### config.mk
export PLATFORM = sky130hd
export DESIGN_NAME = iqring_ctrl
export DESIGN_NICKNAME = d
export VERILOG_FILES = /design/src/hw/rtl/iqring_pkg.sv /design/src/hw/rtl/iqring_ctrl.sv
export SDC_FILE = /design/constraint.sdc
export NUM_CORES = 1
export LEC_CHECK = 0
export BUFFER_PORTS_ARGS = -buffer_cell sky130_fd_sc_hd__buf_4
export CAP_MARGIN = 5
export CORE_AREA = 2 2 39 41
export DETAILED_ROUTE_END_ITERATION = 16
export DIE_AREA = 0 0 41 43
export PLACE_DENSITY = 0.4
export SYNTH_ARGS = -nofsm -noshare
export SYNTH_HDL_FRONTEND = slang
export SYNTH_SLANG_ARGS = --single-unit
### constraint.sdc
create_clock -name aclk -period 1.44 [get_ports aclk]
set_input_delay 0.288 -clock aclk [delete_from_list [all_inputs] [get_ports aclk]]
set_output_delay 0.288 -clock aclk [all_outputs]
set_load 0.02 [all_outputs]
### src/hw/rtl/iqring_pkg.sv
// ----------------------------------------------------------------------------
// iqring_pkg
// shared constants, operation codes and controller/datapath interface types
// ----------------------------------------------------------------------------
`default_nettype none

package iqring_pkg;

    // ring storage
    localparam int DEPTH      = 4096;
    localparam int IDX_W      = $clog2(DEPTH);
    localparam int CFG_W      = IDX_W + 1;
    localparam int SAMPLE_W   = 32;
    localparam int PAIR_W     = 2 * SAMPLE_W;
    localparam int CNT_W      = 32;
    localparam int FILL_W     = 12;
    localparam int MIN_RING   = 4;

    // stream packing
    localparam int S_DATA_W   = PAIR_W;
    localparam int M_FIELDS_W = PAIR_W + FILL_W + 3 * CNT_W;
    localparam int M_DATA_W   = ((M_FIELDS_W + 7) / 8) * 8;
    localparam int M_USER_W   = 2;

    // ring size limits as register-width values
    localparam logic [CFG_W-1:0] RING_MIN = CFG_W'(MIN_RING);
    localparam logic [CFG_W-1:0] RING_MAX = CFG_W'(DEPTH);

    // operation codes
    localparam logic OP_WRITE = 1'b0;
    localparam logic OP_READ  = 1'b1;

    // controller to datapath
    typedef struct packed {
        logic take;      // input beat accepted this cycle
        logic is_read;   // accepted beat is a read
        logic capture;   // store read data is valid this cycle
    } ctrl_cmd_t;

    // datapath to controller
    typedef struct packed {
        logic             out_valid;
        logic             empty;
        logic [IDX_W-1:0] cap_m1;
    } dp_status_t;

endpackage

`default_nettype wire

### src/hw/rtl/iqring_ctrl.sv
// ----------------------------------------------------------------------------
// iqring_ctrl
// sequencing of input beats: writes taken in idle, and a read-wait state for store reads
// ----------------------------------------------------------------------------
`default_nettype none

module iqring_ctrl (
    input  wire logic                   aclk,
    input  wire logic                   aresetn,
    input  wire logic                   s_tvalid,
    input  wire logic                   op,
    input  wire logic                   m_tready,
    input  wire iqring_pkg::dp_status_t status,
    output logic                        s_tready,
    output iqring_pkg::ctrl_cmd_t       cmd
);

    typedef enum logic [1:0] {
        ST_IDLE   = 2'b01,
        ST_RDWAIT = 2'b10
    } state_t;

    state_t state_reg;
    state_t state_next;

    // idle, and the output slot is free or drains at this edge
    assign s_tready = (state_reg == ST_IDLE) && (!status.out_valid || m_tready);

    always_comb begin
        cmd.take    = s_tvalid && s_tready;
        cmd.is_read = (op == iqring_pkg::OP_READ);
        cmd.capture = (state_reg == ST_RDWAIT);
    end

    always_comb begin
        state_next = state_reg;
        case (state_reg)
            ST_IDLE: begin
                if (cmd.take && cmd.is_read && !status.empty) begin
                    state_next = ST_RDWAIT;
                end
            end
            ST_RDWAIT: begin
                state_next = ST_IDLE;
            end
            default: begin
                state_next = ST_IDLE;
            end
        endcase
    end

    always_ff @(posedge aclk) begin
        if (!aresetn) begin
            state_reg <= ST_IDLE;
        end else begin
            state_reg <= state_next;
        end
    end

endmodule

`default_nettype wire

======== Word-level counts from Yosys, hierarchy flattened ========
Index checks and enable logic that the tools add are counted.
storage, ports and cells
  register bits after elaboration ......... 2
  word-level logic and storage cells ...... 11
  bits of input ports ..................... 19
cells by class
  eq/ne operators ......................... 2
  reductions and logical operators ........ 8
operator list
  cell                                                  count
  logical AND 1 bit                                     4
  equality test 2 x 1 -> 1 bit (second input constant)  1
  equality test 2 bit (second input constant)           1
  logical NOT 1 bit                                     2
  AND reduction 2 bit                                   1
  logical OR 1 bit                                      1

======== Longest topological paths before layout ========
Gate-level depths: netlist (run 1).
  depth in word-level cells ............... 6
  depth in mapped cells ................... 2
  mapped depth without buffers ............ 2

======== Least setup slack after synthesis (run 1) ========
Ideal clock, no wire load.
  kind .................................... input port to output port
  from .................................... input port status[13] (netlist name)
  to ...................................... output port s_tready
  data required time ...................... 1.152 ns
  path slack .............................. 0.198 ns
  arrival time ............................ 0.954 ns
  cell stages on the path ................. 2
  cells stage by stage .................... nor2b_1 > nor3b_1
on the way
  cells in the longest elaborated chain, start to end .. 3
ends and longest elaborated chain
  element             line               text
  start: declaration  iqring_ctrl.sv:13  input wire iqring_pkg::dp_status_t status,
  logical NOT 1 bit   iqring_ctrl.sv:27  assign s_tready = (state_reg == ST_IDLE) && (!status.out_valid || m_tready);
  logical OR 1 bit    iqring_ctrl.sv:27
  logical AND 1 bit   iqring_ctrl.sv:27
  end: declaration    iqring_ctrl.sv:14  output logic s_tready,
No other way between the ends.

==> metrics.md, run 1 <==
| Metric | Value |
|---|---|
| Run status | finished, final reports clean |
| Max_slew headroom | a little over four fifths |
| Multiplexer share of the synthesized area | 0% |
| WP data arrival | around 1 ns |
| Final setup vio count | 0 |
| # diodes | 0 |
| Area leader, netlist | dfxtp_1 |
| Clock latency on the worst-skew pair | between 0.2 and 0.25 ns |
| M1 GR Usage | roughly 5.7% |
| CP Cell Sequence | buf_4 > nor2b_1 > and4bb_2 > buf_4 |
| Commonest non-fill, non-tap cell in the layout | buf_4 |
| CP max stage cell | and4bb_2 |
| Worst slew pin tran | 0.245 ns |
| Filler Cell Count | roughly 160 |
| Core area | 1380 um2 |
| R2R Path End | state_reg[0] |
| Setup CP Type | in -> out |
| CTS clk-pin slew, worst paths | around 0.030 ns |
| Vias in the first global route | between 100 and 150 |
| Sinks on Clock Net | 2 |
| Final-report hold violation count | 0 |
| Max-cap viol count | 0 |
| Syn Std Cell Area | between 100 and 150 um2 |
| Final Max Tran Viols | 0 |
| DRT iter0 DRCs | 3 |
| Cell variety after synth | 8 |
| Routed wire length | roughly 370 um |
| Row count | 14 |
| CP top delay family | simple AND/OR/NAND/NOR gates |
| Number of buffers added on ports | 10 |
| Fmax | between 0.7 and 0.8 GHz |
| Buf/Inv on CP | 2 |
| Clock power share | between 50% and 60% |
| GRT busiest layer | met4 |
| Pint | about 0.17 mW |
| DR vias/cell | ~3.3 |
| Initial antenna violation count | 0 |
| Top post-synthesis cells by area | dfxtp_1, and4bb_2, nor2b_1 |
| Nets | 43 |
| Yosys reg bits | 2 |
| Min-delay worst type | in -> reg |
| Final GP Congestion | ~0.63 |
| Sw frac | a little over a fifth |
| Min-Delay Endpoint | state_reg[1] |
| Die Area | between 1500 and 2000 um2 |
| Hold_buf cts | 0 |
| Drt drc | 0 |
| Share of the synthesized area in the top cell type | 37.2% |
| Largest net degree at the start of global routing | 6 |
| Antenna Nets Post-Route | 0 |
| DR WL/cell | a little under 10 um |
| Worst setup EP type | output pin |
| All-Layer GR Usage | under 10% |
| Drt pass-1 iters | 2 |
| Final Critical Period | around 1.3 ns |
| CP peak stage delay | 0.28 ns |
| Clk buf depth | 2 |
| Largest register FFs | 2 |
| Crit start category | input port |
| Post-CTS setup buffer count | 0 |
| R2R setup slack | between 0.4 and 0.5 ns |
| Layout Area Growth over Synthesis | 102% |
| CTS buffer count | 3 |
| Net Sw Power | around 0.047 mW |
| Sequential Power Share | a little over a quarter |
| Met3 usage | 5.76% |
| Leakage | 0.0923 nW |
| Reg2Reg Depth | 1 |
| Xor and xnor area share after synthesis | 0% |
| Met2 usage | around 4% |
| Sequential area share after synthesis | between 30% and 40% |
| Die H | approximately 43 um |
| Clock Tree Root | clkbuf_4 |
| Share of cells above drive strength 1 | approximately 64% |
| Clk_skew | approximately 0.00045 ns |
| Max IR drop VDD | 0.288 mV |
| YS warnings | 0 |
| Fin crit share | roughly nine tenths |
| Hold_sp | status[12] |
| Commonest non-fill, non-tap cells in the layout | buf_4, clkbuf_4, nor2b_1, dfxtp_1 |
| Hold Path Cell Cnt | 3 |
| Unrepaired setup endpoints after global routing | no |
| Syn avg cell area | roughly 11 um2 |
| CTS tree | done |
| Vias | between 100 and 150 |
| Die width | ~41 um |
| R2R Path Start | state_reg[1] |
| Comb power frac | between 15 and 20% |
| Register area | around 40 um2 |
| WP data required | 1.15 ns |
| Setup TNS | 0 ns |
| Footprint of the multi-input gates | approximately 60 um2 |
| Post_cts resized | 0 |
| Post-Syn Instances | 10 |
| Compound-Gate Fraction of Synth Area | 0% |
| Mapped Nets | 29 |
| Post-Synth Simple-Gate Area | a little under three fifths |
| Total Power | between 0.2 and 0.25 mW |
| Largest family of logic cells by synthesized area | simple AND/OR/NAND/NOR gates |
| Adder-cell share of the synthesized area | 0% |
| H-tree levels | 1 |
| Initial Utilization | roughly 7.8% |
| CP most frequent cell | buf_4 |
| Power per cell area | around 1000 nW/um2 |
| Gr ovfl total | 0 |
| Worst-path fanout max | 4 |
| First-pass GRT wire length | 510 um |
| # IOs | 23 |
worst max path at each step:
stage               start  endpoint  depth (start not counted)
6_report         m_tready    cmd[2]                          4
5_1_grt          m_tready    cmd[2]                          4
4_1_cts          m_tready    cmd[2]                          4
3_5_place_dp     m_tready    cmd[2]                          4
3_3_place_gp     m_tready    cmd[2]                          4
2_1_floorplan  status[13]  s_tready                          2
power groups by stage:
stage | registers (mW) | clock network [mW] | logic (mW)
final | 0.0585 | 0.121 | 0.0389
after global routing | 0.0588 | 0.135 | 0.0412
after CTS | 0.0585 | 0.130 | 0.0394
after detailed placement | 0.0592 | 0 | 0.0392
after global placement | 0.0590 | 0 | 0.0387
after floorplan | 0.0588 | 0 | 0.0176
Yosys cell counts:
master	number
nor2b_1	2
buf_4	1
and4bb_2	1
or4b_1	1
nor3b_1	1
dfxtp_1	2
nand4b_1	1
nor4b_1	1
through the flow:
step           setup slack, ns  hold slack [ns]  util [%]  instances  area (um2)
3_5_place_dp             0.109            0.479      14.1         35         195
6_report                 0.119            0.371      15.7         38         218
2_1_floorplan            0.198            0.442         -         10         108
4_1_cts                  0.107            0.352      15.7         38         218
3_3_place_gp             0.148            0.464      14.1         35         195
5_1_grt                 0.0750            0.369      15.7         38         218
cells by family (layout without fill, tap and decap cells):
kind of cell / Yosys count / in the layout
buffers and inverters: 1 / 13
flip-flops: 2 / 2
AND/OR/NAND/NOR: 7 / 7
routing by layer:
metal | wire, um | share of wire, %
met1 | 180 | 48
met2 | 111 | 30
met4 | 0 | 0
met5 | 0 | 0
met3 | 81 | 22
layout make-up:
type	count	area share, %
repair buffers	10	34.5
multi-input cells	7	27.6
flip-flops and latches	2	18.4
clock buffers	3	10.3
well taps	16	9.20
Power figures use the tool's default switching activity.
==> run 2, diff against run 1 <==
--- a/config.mk
+++ b/config.mk
@@ -8,9 +8,11 @@
 export BUFFER_PORTS_ARGS = -buffer_cell sky130_fd_sc_hd__buf_4
 export CAP_MARGIN = 5
 export CORE_AREA = 2 2 39 41
+export CTS_CLUSTER_DIAMETER = 60
 export DETAILED_ROUTE_END_ITERATION = 16
 export DIE_AREA = 0 0 41 43
 export PLACE_DENSITY = 0.4
+export RECOVER_POWER = 100
 export SYNTH_ARGS = -nofsm -noshare
 export SYNTH_HDL_FRONTEND = slang
 export SYNTH_SLANG_ARGS = --single-unit
==> run 2 against run 1 <==
Net effect: cell count unchanged; maximum frequency about the same; clock power about the same; clock skew about the same; count of clock-buffer cells in the layout unchanged; die area unchanged; first-iteration DRC count unchanged.
==> metrics.md, run 2 (synthesis gave the netlist of run 1 again) <==
| Metric | Value |
|---|---|
| Post_cts resized | 0 (unchanged) |
| Row count | 14 (unchanged) |
| Final Critical Period | 1.32 ns (about the same) |
| Initial Utilization | 7.78% (unchanged) |
| H-tree levels | 1 (unchanged) |
| Vias in the first global route | 136 (unchanged) |
| WP data arrival | 1.03 ns (about the same) |
| Clk buf depth | 2 (unchanged) |
| Min-delay worst type | in -> reg (unchanged) |
| Number of buffers added on ports | 10 (unchanged) |
| Comb power frac | 16.4% (was 17.8%) |
| R2R Path Start | state_reg[1] (unchanged) |
| Die Area | 1760 um2 (unchanged) |
| Nets | 43 (unchanged) |
| Max_slew headroom | 83.4% (unchanged) |
| Clock Tree Root | clkbuf_4 (unchanged) |
| Total Power | 0.215 mW (was 0.219 mW) |
| Final Max Tran Viols | 0 (unchanged) |
| CTS clk-pin slew, worst paths | 0.03 ns (about the same) |
| Layout Area Growth over Synthesis | 90.7% (was 102%) |
| Run status | finished, final reports clean (unchanged) |
| CTS tree | done (unchanged) |
| Crit start category | input port (unchanged) |
| # IOs | 23 (unchanged) |
| Setup TNS | 0 ns (unchanged) |
| Largest register FFs | 2 (unchanged) |
| Die width | 41 um (unchanged) |
| Hold_buf cts | 0 (unchanged) |
| Max-cap viol count | 0 (unchanged) |
| Core area | 1380 um2 (unchanged) |
| WP data required | 1.15 ns (about the same) |
| Final-report hold violation count | 0 (unchanged) |
| Fmax | 0.757 GHz (about the same) |
| Clock power share | 56.4% (was 55.5%) |
| Commonest non-fill, non-tap cell in the layout | buf_4 (unchanged) |
| All-Layer GR Usage | 5.11% (unchanged) |
| Drt drc | 0 (unchanged) |
| Commonest non-fill, non-tap cells in the layout | buf_4, clkbuf_4 (was buf_4, clkbuf_4, nor2b_1, dfxtp_1) |
| DP Area | 195 um2 (unchanged) |
| Die H | 43 um (unchanged) |
| Worst-path fanout max | 4 (unchanged) |
| Power per cell area | 1050 nW/um2 (was 1000 nW/um2) |
| Sinks on Clock Net | 2 (unchanged) |
| # diodes | 0 (unchanged) |
| Antenna Nets Post-Route | 0 (unchanged) |
| Share of cells above drive strength 1 | 54.5% (was 63.6%) |
| Clk_skew | 0.000446 ns (about the same) |
| Fin crit share | 91.7% (was 91.8%) |
| Gr ovfl total | 0 (unchanged) |
| Net Sw Power | 0.0474 mW (was 0.0473 mW) |
| Drt pass-1 iters | 2 (unchanged) |
| CTS buffer count | 3 (unchanged) |
| Sequential Power Share | 27.2% (was 26.8%) |
| Final setup vio count | 0 (unchanged) |
| Vias | 127 (unchanged) |
| Dpl cells | 35 (unchanged) |
| Leakage | 0.0831 nW (was 0.0923 nW) |
| Pint | 0.168 mW (was 0.171 mW) |
| Routed wire length | 375 um (was 373 um) |
| Sw frac | 22.1% (was 21.6%) |
| First-pass GRT wire length | 510 um (unchanged) |
| Largest net degree at the start of global routing | 6 (unchanged) |
| Final GP Congestion | 0.626 (unchanged) |
| Crit path from | m_tready (unchanged) |
| Initial antenna violation count | 0 (unchanged) |
| Unrepaired setup endpoints after global routing | no (unchanged) |
| Filler Cell Count | 158 (was 155) |
| Max IR drop VDD | 0.288 mV (about the same) |
| DR vias/cell | 3.34 (unchanged) |
| Setup CP Type | in -> out (unchanged) |
| Worst setup EP type | output pin (unchanged) |
| Non-Filler Instances | 38 (unchanged) |
| Clock latency on the worst-skew pair | 0.22 ns (about the same) |
| Hold_sp | status[12] (unchanged) |
| Finished Cell Area | 205 um2 (was 218 um2) |
| Worst slew pin tran | 0.245 ns (unchanged) |
| DRT iter0 DRCs | 3 (unchanged) |
| DR WL/cell | 9.87 um (was 9.82 um) |
| Post-CTS setup buffer count | 0 (unchanged) |
## run 2: final timing paths
path              slack, ns  cells after the start            to
setup / recovery       0.12                      4        cmd[2]
hold / removal         0.37                      3  state_reg[1]
setup reg to reg       0.47                      1  state_reg[0]
hold reg to reg        0.49                      1  state_reg[1]
## run 2: layout make-up
| cell class | instances | area (um2) | area share (%) |
|---|---|---|---|
| multi-input cells | 7 | 60.1 | 29.3 |
| repair buffers | 10 | 62.6 | 30.5 |
| well taps | 16 | 20.0 | 9.76 |
| flip-flops and latches | 2 | 40.0 | 19.5 |
| clock buffers | 3 | 22.5 | 11.0 |
## run 2: critical path, cell delays in order
cell and delay [ns]:
buf_4 0.11, nor2b_1 0.20, and4bb_2 0.27, clkbuf_2 0.15
## run 2: metal layers
metal  vias up  track usage, %  share of wire [%]
met3         0            5.76                 24
met4         0            6.00                  0
met2        11            4.06                 29
met1        52            5.73                 46
li1         64               -                  -
met5         -               0                  0
## run 2: stage by stage
stage                     worst slack [ns]  hold slack (ns)  util [%]
after CTS                            0.107            0.352      15.7
after floorplan                      0.198            0.442         -
after detailed placement             0.109            0.479      14.1
after global placement               0.148            0.464      14.1
final                                0.120            0.371      14.8
after global routing                0.0752            0.369      14.8
## run 2: power by group through the flow
| stage | Combinational (mW) | Sequential [mW] | Clock [mW] |
|---|---|---|---|
| after floorplan | 0.0176 | 0.0588 | 0 |
| after global placement | 0.0387 | 0.0590 | 0 |
| after detailed placement | 0.0392 | 0.0592 | 0 |
| after CTS | 0.0394 | 0.0585 | 0.130 |
| after global routing | 0.0377 | 0.0588 | 0.135 |
| final | 0.0353 | 0.0585 | 0.121 |
==> run 3, diff against run 2 <==
--- a/config.mk
+++ b/config.mk
@@ -9,10 +9,12 @@
 export CAP_MARGIN = 5
 export CORE_AREA = 2 2 39 41
 export CTS_CLUSTER_DIAMETER = 60
+export CTS_CLUSTER_SIZE = 28
 export DETAILED_ROUTE_END_ITERATION = 16
 export DIE_AREA = 0 0 41 43
-export PLACE_DENSITY = 0.4
+export PLACE_DENSITY = 0.41
 export RECOVER_POWER = 100
+export SLEW_MARGIN = 20
 export SYNTH_ARGS = -nofsm -noshare
 export SYNTH_HDL_FRONTEND = slang
 export SYNTH_SLANG_ARGS = --single-unit
==> constraint.sdc (replaced) <==
create_clock -name aclk -period 1.05 [get_ports aclk]
set_input_delay 0.21 -clock aclk [delete_from_list [all_inputs] [get_ports aclk]]
set_output_delay 0.21 -clock aclk [all_outputs]
set_load 0.02 [all_outputs]
==> run 3 against run 2 <==
Net effect: the flow now finishes with violations (setup timing); power is 44% higher; first-iteration DRC count is 67% lower; register-to-register slack worse by 0.40 ns; critical path depth is 2 lower; critical endpoint unchanged; utilization is 2.2 points higher.
==> metrics.md, run 3 (synthesis gave the netlist of run 1 again) <==
| Metric | Value |
|---|---|
| Worst-path fanout max | 5 (was 4) |
| Fin crit share | 112% |
| Clk_skew | 0.00159 ns (was 0.000446 ns) |
| Power per cell area | 1310 nW/um2 (was 1050 nW/um2) |
| Min-delay worst type | in -> reg (unchanged) |
| Final Max Tran Viols | 0 (unchanged) |
| Vias | 141 (was 127) |
| Initial Utilization | 7.78% (unchanged) |
| Routed wire length | 388 um (was 375 um) |
| Die Area | 1760 um2 (unchanged) |
| Crit start category | flop (was input port) |
| Min-Delay Endpoint | state_reg[1] (unchanged) |
| Reg2Reg Depth | 1 (unchanged) |
| Commonest non-fill, non-tap cell in the layout | buf_4 (unchanged) |
| Unrepaired setup endpoints after global routing | yes (was no) |
| Share of cells above drive strength 1 | 78.3% (was 54.5%) |
| Comb power frac | 19.3% (was 16.4%) |
| Hold Path Cell Cnt | 3 (unchanged) |
| Pint | 0.240 mW (was 0.168 mW) |
| Fmax | roughly 0.85 GHz |
| Commonest non-fill, non-tap cells in the layout | buf_4, clkbuf_4, dfxtp_2 (was buf_4, clkbuf_4) |
| Setup ws final | -0.123 ns (was 0.120 ns) |
| Initial antenna violation count | 0 (unchanged) |
| R2R Path Start | state_reg[1] (unchanged) |
| Total Power | 0.309 mW (was 0.215 mW) |
| Clock Tree Root | clkbuf_4 (unchanged) |
| Number of buffers added on ports | 10 (unchanged) |
| Sinks on Clock Net | 2 (unchanged) |
| Worst setup EP type | output pin (unchanged) |
| CTS buffer count | 3 (unchanged) |
| Vias in the first global route | 131 (was 136) |
| Max-cap viol count | 0 (unchanged) |
| WP data arrival | 0.96 ns (was 1.03 ns) |
| Max_slew headroom | 84.2% (was 83.4%) |
| Leakage | 0.0985 nW (was 0.0831 nW) |
| Final setup vio count | 3 (was 0) |
| Nets | 44 (was 43) |
| Non-Filler Instances | 39 (was 38) |
| Run status | finished, violations left (was finished, final reports clean) |
| First-pass GRT wire length | 558 um (was 510 um) |
| Sequential Power Share | 26.1% (was 27.2%) |
| CTS tree | done (unchanged) |
| Largest register FFs | 2 (unchanged) |
| Antenna Nets Post-Route | 0 (unchanged) |
| Core area | 1380 um2 (unchanged) |
| Hold_buf cts | 0 (unchanged) |
| Dpl cells | 36 (was 35) |
| H-tree levels | 1 (unchanged) |
| Clock power share | 54.6% (was 56.4%) |
| R2R setup slack | 0.07 ns (was 0.47 ns) |
| WP data required | 0.84 ns (was 1.15 ns) |
| Worst slew pin tran | 0.234 ns (was 0.245 ns) |
| Layout Area Growth over Synthesis | 119% (was 90.7%) |
| All-Layer GR Usage | 5.51% (was 5.11%) |
| Final Critical Period | approximately 1.2 ns |
| Failing checks | setup timing |
| Final core occ | 17.0% (was 14.8%) |
| Setup CP Type | reg -> out (was in -> out) |
| Crit path from | state_reg[1] (was m_tready) |
| Hold_sp | status[12] (unchanged) |
| Sw frac | 22.3% (was 22.1%) |
| DR vias/cell | 3.62 (was 3.34) |
| Clock latency on the worst-skew pair | 0.22 ns (about the same) |
| Final-report hold violation count | 0 (unchanged) |
| Largest net degree at the start of global routing | 6 (unchanged) |
| Clk buf depth | 2 (unchanged) |
| Net Sw Power | 0.0689 mW (was 0.0474 mW) |
| Drt drc | 0 (unchanged) |
| Final GP Congestion | 0.554 (was 0.626) |
| Die H | 43 um (unchanged) |
| Final HPWL DP | around 310 um |
| Gr ovfl total | 0 (unchanged) |
| # IOs | 23 (unchanged) |
| Max IR drop VDD | 0.379 mV (was 0.288 mV) |
| DRT iter0 DRCs | 1 (was 3) |
| DR WL/cell | 9.95 um (was 9.87 um) |
| Drt pass-1 iters | 4 (was 2) |
| Die width | 41 um (unchanged) |
| R2R Path End | state_reg[0] (unchanged) |
| CTS clk-pin slew, worst paths | 0.03 ns (about the same) |
| # diodes | 0 (unchanged) |
| Row count | 14 (unchanged) |
-- run 3: per-layer routing --
layer  track usage, %  part of all wire (%)  up-vias  wire length [um]
met4             4.00                     0        0                 0
met5                0                     0        -                 0
li1                 -                     -       65                 -
met2             3.44                    26       13               101
met3             6.81                    22        0                85
met1             7.96                    52       63               201
-- run 3: final cells by class --
cell class,count,area [um2]
fillers,151,1150
repair buffers,11,82.6
multi-input cells,7,67.6
flip-flops and latches,2,42.5
clock buffers,3,22.5
well taps,16,20.0
-- run 3: how the worst max path moves through the flow --
stage,cells past startpoint,slack [ns],end
final,2,-0.12,cmd[2]
after global routing,2,-0.16,cmd[2]
after CTS,2,-0.14,cmd[2]
after floorplan,2,0.09,state_reg[0]
after detailed placement,4,-0.08,cmd[2]
after global placement,5,-0.05,s_tready
-- run 3: power by group through the flow --
stage          clock (mW)  combinational (mW)  sequential [mW]
2_1_floorplan           0              0.0255           0.0808
3_3_place_gp            0              0.0570           0.0810
3_5_place_dp            0              0.0579           0.0812
4_1_cts             0.183              0.0616           0.0806
5_1_grt             0.192              0.0637           0.0808
6_report            0.169              0.0595           0.0807
-- run 3: timing repair --
action,4_1_cts,5_1_grt
resized for setup,4,0
buffers inserted,0,0
endpoints found under the setup margin,3,3
pin swaps,1,0
-- run 3: stage by stage --
stage                     hold slack [ns]  cell area, um2  worst slack (ns)  setup TNS (ns)
after detailed placement            0.498             208           -0.0799          -0.205
final                               0.274             235            -0.123          -0.246
after CTS                           0.261             239            -0.143          -0.277
after floorplan                     0.381             113            0.0878               0
after global routing                0.282             235            -0.158          -0.367
after global placement              0.478             208           -0.0478          -0.125
-- run 3: critical path, cell delays in order (launching register included) --
cell and delay, ns:
dfxtp_2 0.33, and4bb_2 0.30, buf_6 0.12
